File: config.mk
export PLATFORM = sky130hd
export DESIGN_NAME = pixel_blend_unit_top
export DESIGN_NICKNAME = d
export VERILOG_FILES = /design/src/design/pbu_pkg.sv /design/src/design/pixel_blend_unit_top.sv
export SDC_FILE = /design/constraint.sdc
export NUM_CORES = 2
export LEC_CHECK = 0
export BUFFER_PORTS_ARGS = -buffer_cell sky130_fd_sc_hd__buf_2
export CAP_MARGIN = 25
export CORE_MARGIN = 5
export CORE_UTILIZATION = 40
export CTS_CLUSTER_SIZE = 25
export DETAILED_ROUTE_END_ITERATION = 7
export GPL_ROUTABILITY_DRIVEN = 1
export PLACE_DENSITY = 0.54
export SYNTH_ARGS = -nofsm -noshare
export SYNTH_HDL_FRONTEND = slang
export SYNTH_SLANG_ARGS = --single-unit
File: constraint.sdc
create_clock -name clock -period 14.8 [get_ports clock]
set_input_delay 0.74 -clock clock [delete_from_list [all_inputs] [get_ports clock]]
set_output_delay 0.74 -clock clock [all_outputs]
set_load 0.02 [all_outputs]
File: src/design/pbu_pkg.sv
// Package for the pixel blend unit: blend mode codes and the item structs.
// No dependencies; used by pixel_blend_unit_top.
`timescale 1ns / 1ps
`default_nettype none

package pbu_pkg;

   // Blend mode codes held in the mode register
   typedef enum logic [3:0] {
      MODE_MUL        = 4'd0,
      MODE_SUB        = 4'd1,
      MODE_MUL_SCREEN = 4'd2,
      MODE_MUL_SUB    = 4'd3,
      MODE_OVERLAY    = 4'd4,
      MODE_GREEN_ADD  = 4'd5,
      MODE_BLUE0_RED4 = 4'd6,
      MODE_COPY       = 4'd7,
      MODE_MERGE      = 4'd8
   } blend_mode_type;

   // Input item: one pixel from each of three images
   typedef struct packed {
      logic [7:0] a_blue;
      logic [7:0] a_green;
      logic [7:0] a_red;
      logic [7:0] b_blue;
      logic [7:0] b_green;
      logic [7:0] b_red;
      logic [7:0] c_blue;
      logic [7:0] c_green;
      logic [7:0] c_red;
   } req_type;

   // Result item: the blended pixel
   typedef struct packed {
      logic [7:0] out_blue;
      logic [7:0] out_green;
      logic [7:0] out_red;
   } rsp_type;

   // Reciprocal of 255 scaled by 2^25; exact floor for dividends below 132626
   localparam logic [17:0] RECIP_255   = 18'd131587;
   localparam int          RECIP_SHIFT = 25;

endpackage

`default_nettype wire

File: src/design/pixel_blend_unit_top.sv
// Pixel blend unit top level: five-stage pipeline blending three pixels per item.
// Depends on pbu_pkg (mode codes, item structs, reciprocal constant).
//
//   channel   ports                       handshake
//   input     req_data                    start high, busy low at the clock edge
//   result    rsp_data                    rsp_valid high for one cycle
//   config    csr_wr_data                 csr_wr_en high at the clock edge
//
// One item is taken every cycle; its result comes out of the last stage register in order.
// The latency comes from two multiply-by-reciprocal divide-by-255 stages in series
// (multiply, divide, multiply, divide, select).
// Synchronous active-high reset clears the valid bits and sets the mode to multiply.
// busy is always low and the receiver cannot stall, so nothing ever waits.
`timescale 1ns / 1ps
`default_nettype none

module pixel_blend_unit_top (
   input  wire logic             clock,
   input  wire logic             reset,
   input  wire logic             start,
   output logic                  busy,
   input  wire pbu_pkg::req_type req_data,
   output logic                  rsp_valid,
   output pbu_pkg::rsp_type      rsp_data,
   input  wire logic             csr_wr_en,
   input  wire logic [3:0]       csr_wr_data
);

   // floor(x / 255) by reciprocal multiply
   function automatic logic [8:0] div255(input logic [16:0] x);
      logic [34:0] prod;
      prod = 35'(x) * 35'(pbu_pkg::RECIP_255);
      return prod[pbu_pkg::RECIP_SHIFT + 8 : pbu_pkg::RECIP_SHIFT];
   endfunction

   // clamp at zero subtract
   function automatic logic [7:0] sub_clamp(input logic [7:0] p, input logic [7:0] q);
      return (p > q) ? 8'(p - q) : 8'd0;
   endfunction

   logic accept;
   assign busy   = 1'b0;
   assign accept = start && !busy;

   // Mode register
   pbu_pkg::blend_mode_type mode_ff, mode_in;
   always_comb begin
      mode_in = mode_ff;
      if (csr_wr_en) begin
         mode_in = pbu_pkg::blend_mode_type'(csr_wr_data);
      end
   end
   always_ff @(posedge clock) begin
      if (reset) begin
         mode_ff <= pbu_pkg::MODE_MUL;
      end else begin
         mode_ff <= mode_in;
      end
   end

   // Per-channel views of the input item: index 0 blue, 1 green, 2 red
   logic [2:0][7:0] a_in, b_in, c_in;
   always_comb begin
      a_in = {req_data.a_red, req_data.a_green, req_data.a_blue};
      b_in = {req_data.b_red, req_data.b_green, req_data.b_blue};
      c_in = {req_data.c_red, req_data.c_green, req_data.c_blue};
   end

   // Valid bits
   logic v1_ff, v2_ff, v3_ff, v4_ff, rsp_valid_ff;
   always_ff @(posedge clock) begin
      if (reset) begin
         v1_ff        <= 1'b0;
         v2_ff        <= 1'b0;
         v3_ff        <= 1'b0;
         v4_ff        <= 1'b0;
         rsp_valid_ff <= 1'b0;
      end else begin
         v1_ff        <= accept;
         v2_ff        <= v1_ff;
         v3_ff        <= v2_ff;
         v4_ff        <= v3_ff;
         rsp_valid_ff <= v4_ff;
      end
   end

   // Payload carried along the pipe
   pbu_pkg::req_type        pix1_ff, pix2_ff, pix3_ff, pix4_ff;
   pbu_pkg::blend_mode_type mode1_ff, mode2_ff, mode3_ff, mode4_ff;
   logic [2:0][16:0]        x1_ff, x1_in, x2_ff, x2_in;
   logic [2:0][8:0]         q1_ff, q1_in, q1s3_ff, q1s4_ff, q2_ff, q2_in;

   // Stage 1: first product; overlay forms 2ab or 2(255-a)(255-b)+254 (ceil bias)
   always_comb begin
      for (int k = 0; k < 3; k++) begin
         if (mode_ff == pbu_pkg::MODE_OVERLAY) begin
            if (b_in[k] <= 8'd127) begin
               x1_in[k] = 17'({a_in[k], 1'b0}) * 17'(b_in[k]);
            end else begin
               x1_in[k] = 17'({8'(8'd255 - a_in[k]), 1'b0}) * 17'(8'(8'd255 - b_in[k]))
                          + 17'd254;
            end
         end else begin
            x1_in[k] = 17'(a_in[k]) * 17'(b_in[k]);
         end
      end
   end

   // Stage 2: first divide by 255
   always_comb begin
      for (int k = 0; k < 3; k++) begin
         q1_in[k] = div255(x1_ff[k]);
      end
   end

   // Stage 3: screen product (255-m)(255-c) with ceil bias
   logic [2:0][7:0] c2;
   always_comb begin
      c2 = {pix2_ff.c_red, pix2_ff.c_green, pix2_ff.c_blue};
      for (int k = 0; k < 3; k++) begin
         x2_in[k] = 17'(8'(8'd255 - q1_ff[k][7:0])) * 17'(8'(8'd255 - c2[k])) + 17'd254;
      end
   end

   // Stage 4: second divide by 255
   always_comb begin
      for (int k = 0; k < 3; k++) begin
         q2_in[k] = div255(x2_ff[k]);
      end
   end

   always_ff @(posedge clock) begin
      pix1_ff  <= req_data;
      mode1_ff <= mode_ff;
      x1_ff    <= x1_in;
      pix2_ff  <= pix1_ff;
      mode2_ff <= mode1_ff;
      q1_ff    <= q1_in;
      pix3_ff  <= pix2_ff;
      mode3_ff <= mode2_ff;
      q1s3_ff  <= q1_ff;
      x2_ff    <= x2_in;
      pix4_ff  <= pix3_ff;
      mode4_ff <= mode3_ff;
      q1s4_ff  <= q1s3_ff;
      q2_ff    <= q2_in;
   end

   // Stage 5: pick the result per mode
   logic [2:0][7:0] a4, b4, c4, r_in;
   logic [8:0]      green_sum;
   logic [9:0]      red_x4;
   pbu_pkg::rsp_type rsp_ff, rsp_in;
   always_comb begin
      a4 = {pix4_ff.a_red, pix4_ff.a_green, pix4_ff.a_blue};
      b4 = {pix4_ff.b_red, pix4_ff.b_green, pix4_ff.b_blue};
      c4 = {pix4_ff.c_red, pix4_ff.c_green, pix4_ff.c_blue};
      green_sum = 9'(pix4_ff.a_green) + 9'd200;
      red_x4    = {pix4_ff.a_red, 2'b00};
      r_in = '0;
      unique case (mode4_ff)
         pbu_pkg::MODE_MUL: begin
            for (int k = 0; k < 3; k++) r_in[k] = q1s4_ff[k][7:0];
         end
         pbu_pkg::MODE_SUB: begin
            for (int k = 0; k < 3; k++) r_in[k] = sub_clamp(a4[k], b4[k]);
         end
         pbu_pkg::MODE_MUL_SCREEN: begin
            for (int k = 0; k < 3; k++) r_in[k] = 8'(9'd255 - q2_ff[k]);
         end
         pbu_pkg::MODE_MUL_SUB: begin
            for (int k = 0; k < 3; k++) r_in[k] = sub_clamp(q1s4_ff[k][7:0], c4[k]);
         end
         pbu_pkg::MODE_OVERLAY: begin
            for (int k = 0; k < 3; k++) begin
               r_in[k] = (b4[k] <= 8'd127) ? q1s4_ff[k][7:0] : 8'(9'd255 - q1s4_ff[k]);
            end
         end
         pbu_pkg::MODE_GREEN_ADD: begin
            r_in    = a4;
            r_in[1] = green_sum[8] ? 8'd255 : green_sum[7:0];
         end
         pbu_pkg::MODE_BLUE0_RED4: begin
            r_in[0] = 8'd0;
            r_in[1] = a4[1];
            r_in[2] = (red_x4[9:8] != 2'b00) ? 8'd255 : red_x4[7:0];
         end
         pbu_pkg::MODE_COPY: begin
            r_in = a4;
         end
         pbu_pkg::MODE_MERGE: begin
            r_in[0] = c4[0];
            r_in[1] = b4[1];
            r_in[2] = a4[2];
         end
         default: begin
            r_in = '0;  // undefined modes give a black pixel
         end
      endcase
      rsp_in.out_blue  = r_in[0];
      rsp_in.out_green = r_in[1];
      rsp_in.out_red   = r_in[2];
   end

   always_ff @(posedge clock) begin
      rsp_ff <= rsp_in;
   end

   assign rsp_valid = rsp_valid_ff;
   assign rsp_data  = rsp_ff;

   // Assertions
   pbu_pkg::blend_mode_type mode5_ff;
   pbu_pkg::req_type        pix5_ff;
   always_ff @(posedge clock) begin
      mode5_ff <= mode4_ff;
      pix5_ff  <= pix4_ff;
   end

   a_valid_follows_s4: assert property (@(posedge clock) disable iff (reset)
      rsp_valid |-> $past(v4_ff))
      else $error("result strobe without an item in stage 4");

   a_s1_from_accept: assert property (@(posedge clock) disable iff (reset)
      v1_ff |-> $past(accept))
      else $error("stage 1 valid without an accepted item");

   a_copy_matches: assert property (@(posedge clock) disable iff (reset)
      (rsp_valid && mode5_ff == pbu_pkg::MODE_COPY) |->
      (rsp_data.out_blue == pix5_ff.a_blue && rsp_data.out_green == pix5_ff.a_green
       && rsp_data.out_red == pix5_ff.a_red))
      else $error("copy mode result differs from first pixel");

   a_undef_black: assert property (@(posedge clock) disable iff (reset)
      (rsp_valid && mode5_ff > pbu_pkg::MODE_MERGE) |-> (rsp_data == '0))
      else $error("undefined mode gave a nonzero pixel");

endmodule

`default_nettype wire

==> results.json <==
{
  "status": "complete, no violations",
  "track_usage_pct": 17.28,
  "maxSlewViolCount": 0,
  "tns_ps": 0,
  "core_area_mm2": 0.1140,
  "post_dp_cell_area_mm2": 0.04791,
  "post-route-cell-area_mm2": 0.05014,
  "grt.overflow.total": 0,
  "h-tree-depth": 2,
  "multi_input_area_mm2": 0.03175,
  "cts_tree": "done",
  "synth.largest_area_cell": "ha_1",
  "dr.pass1.iters": 6,
  "busiest_layer": "met2",
  "post-route-period-util_pct": 38.82,
  "synth.top_cell.area_share_pct": 25.85,
  "clock_latency_ps": 670,
  "synth_area_mm2": 0.04579,
  "drc": 0,
  "nNetsFinal": 6261,
  "skew_ps": 35.66,
  "setup_viol": 0,
  "holdWs_ps": 167.2,
  "fin_cells": 6379,
  "dieArea_mm2": 0.1213,
  "grt_max_degree": 64,
  "final_common_cell": "ha_1",
  "vias": 31180,
  "fmax_mhz": 174.1,
  "root_buffer": "clkbuf_16",
  "fill_cells": 11130,
  "routed_wl_um": 103100,
  "met2_usage_pct": 27.79,
  "synth_area_per_cell_um2": 9.690,
  "portBuffers": 104,
  "ys.flop_type": "dfxtp_1",
  "hpwl_um": 83810,
  "seq_area_frac_synth_pct": 23.39,
  "drive_gt1_share_pct": 8.119,
  "wl_per_cell_um": 16.17,
  "synthToLayoutAreaGrowth_pct": 9.492,
  "worstMarginPinSlew_ps": 850.9,
  "hold_viol": 0,
  "hold_buffers": 0,
  "drtIter0Drc": 1421,
  "grt_pass1_wl_um": 169900,
  "initial_core_util_pct": 40.16,
  "post_cts.repair.setup_buffers": 0,
  "place_inst": 6264,
  "synthesis.nets": 6172,
  "hp-class": "primary input to register",
  "gp_congestion": 0.8348,
  "path_class": "primary input to register",
  "cp-start-kind": "primary input",
  "seqCellArea_mm2": 0.01071,
  "grt_pass1_vias": 31820,
  "netlist_top_cells_area": "ha_1, dfxtp_1, fa_1, inv_1, nor2_1",
  "grtUsageMet3_pct": 2.610,
  "ys_warn_count": 0,
  "antenna_found_initial": 7,
  "numCtsBuffers": 61,
  "post_cts_resized": 0,
  "end_kind": "register",
  "synth_cell_type_count": 79,
  "die_h_um": 348.4,
  "syn_inst": 4726,
  "rsz0062_at_grt": "false",
  "cp.arrival_ps": 6240,
  "synth_edf_count": 0,
  "cp.required_ps": 15300,
  "ios": 106,
  "num_rows": 124,
  "worst_setup_hold_path_clk_slew_ps": 60,
  "layout_common_cells": "ha_1, inv_1, dfxtp_1",
  "max_cap_viol_count": 0,
  "grtUsageMet1_pct": 24.69,
  "critPathMaxFanout": 44,
  "die_x_um": 348.4,
  "layout_min_cycle_time_ps": 5745,
  "postRouteAntennaNets": 0,
  "cts_sinks": 535,
  "timing.slew.headroom_pct": 41.81,
  "ys_ff_latch": 535,
  "vias_per_cell": 4.887,
  "clockBufferDepth": 3,
  "async_flop_share_pct": 0
}
## cell usage after synthesis (all sizes together), types with 10 or more instances
master and instances:
nor3 37, nor2b 42, fa 420, o31ai 10, a31o 10, a21oi 134
xor2 83, o21bai 17, o211ai 18, a211oi 26, o21a 22, dfxtp 535
a21boi 12, and2 104, clkbuf 77, nor2 376, or2 167, or3 13
nand4 29, o21ai 146, a221oi 14, mux2i 17, xnor2 140, a31oi 26
o221ai 11, and3 24, nand3 46, inv 796, a221o 11, a21o 71
nand2b 22, nand2 214, ha 946
## state kept, by name, summed over array words and instances (netlist names), 24 cells and up
register / flops
q1_ff: 24
b4: 24
pix3_ff: 72
a4: 24
x2_ff: 51
pix1_ff: 72
c4: 24
q1s4_ff: 24
pix2_ff: 48
rsp_data: 24
x1_ff: 51
q1s3_ff: 24
q2_ff: 24
c2: 24
## layer usage
layer / vias up / part of all wire, % / wire [um]
met1: 14940 / 49 / 50960
li1: 15660 / - / -
met3: 116 / 4.3 / 4396
met5: - / 0.032 / 33
met4: 4 / 2.1 / 2149
met2: 462 / 44 / 45590
## critical path, cell delays in order
cell and delay [ps]:
buf_2 100, buf_4 270, or2_2 370, fa_1 510, fa_1 550, inv_1 60
fa_1 560, inv_1 70, fa_1 530, inv_1 40, ha_1 350, a21o_1 210
or3_1 300, o21ai_1 300, xor2_1 160, nor4b_1 460, nand4_1 180, xnor2_1 160
a211oi_1 260, a21oi_1 60
## final timing paths
check        depth (start not counted)  slack [ps]                  to                start
max                                 20        9050   x1_ff[32]$_DFF_P_         req_data[39]
min reg2reg                          0         320      b4[12]$_DFF_P_  pix3_ff[36]$_DFF_P_
min                                  1         170  pix1_ff[9]$_DFF_P_          req_data[9]
max reg2reg                         18        9700   x2_ff[16]$_DFF_P_     q1_ff[3]$_DFF_P_
## cell type report
class	instances	area share, %
antenna	2	0.009982
clock buffer	74	3.262
clock inverter	39	1.180
inverter	796	5.959
multi-input combinational	3310	63.32
sequential	535	21.36
tap	1512	3.773
timing repair buffer	111	1.138
## per-stage QoR
| stage | util (%) | setup slack [ps] |
|---|---|---|
| floorplan | - | 9022 |
| global placement | 42.01 | 8374 |
| detailed placement | 42.01 | 8385 |
| CTS | 43.96 | 9075 |
| global route | 43.96 | 8699 |
| finish | 43.97 | 9055 |
## cell families after synthesis
kind of cell,after synthesis,share of synthesized area [%]
other,1,0.008189
multiplexers,17,0.3716
flip-flops,535,23.39
AND/OR/NAND/NOR,1104,11.73
AO/OA/AOI/OAI,599,8.659
buffers and inverters,881,7.312
adder cells (fa/ha/maj),1366,44.21
XOR/XNOR,223,4.323
Power is not shown: default switching activity piles up to over one toggle a cycle in this logic, so the estimate is an artifact.
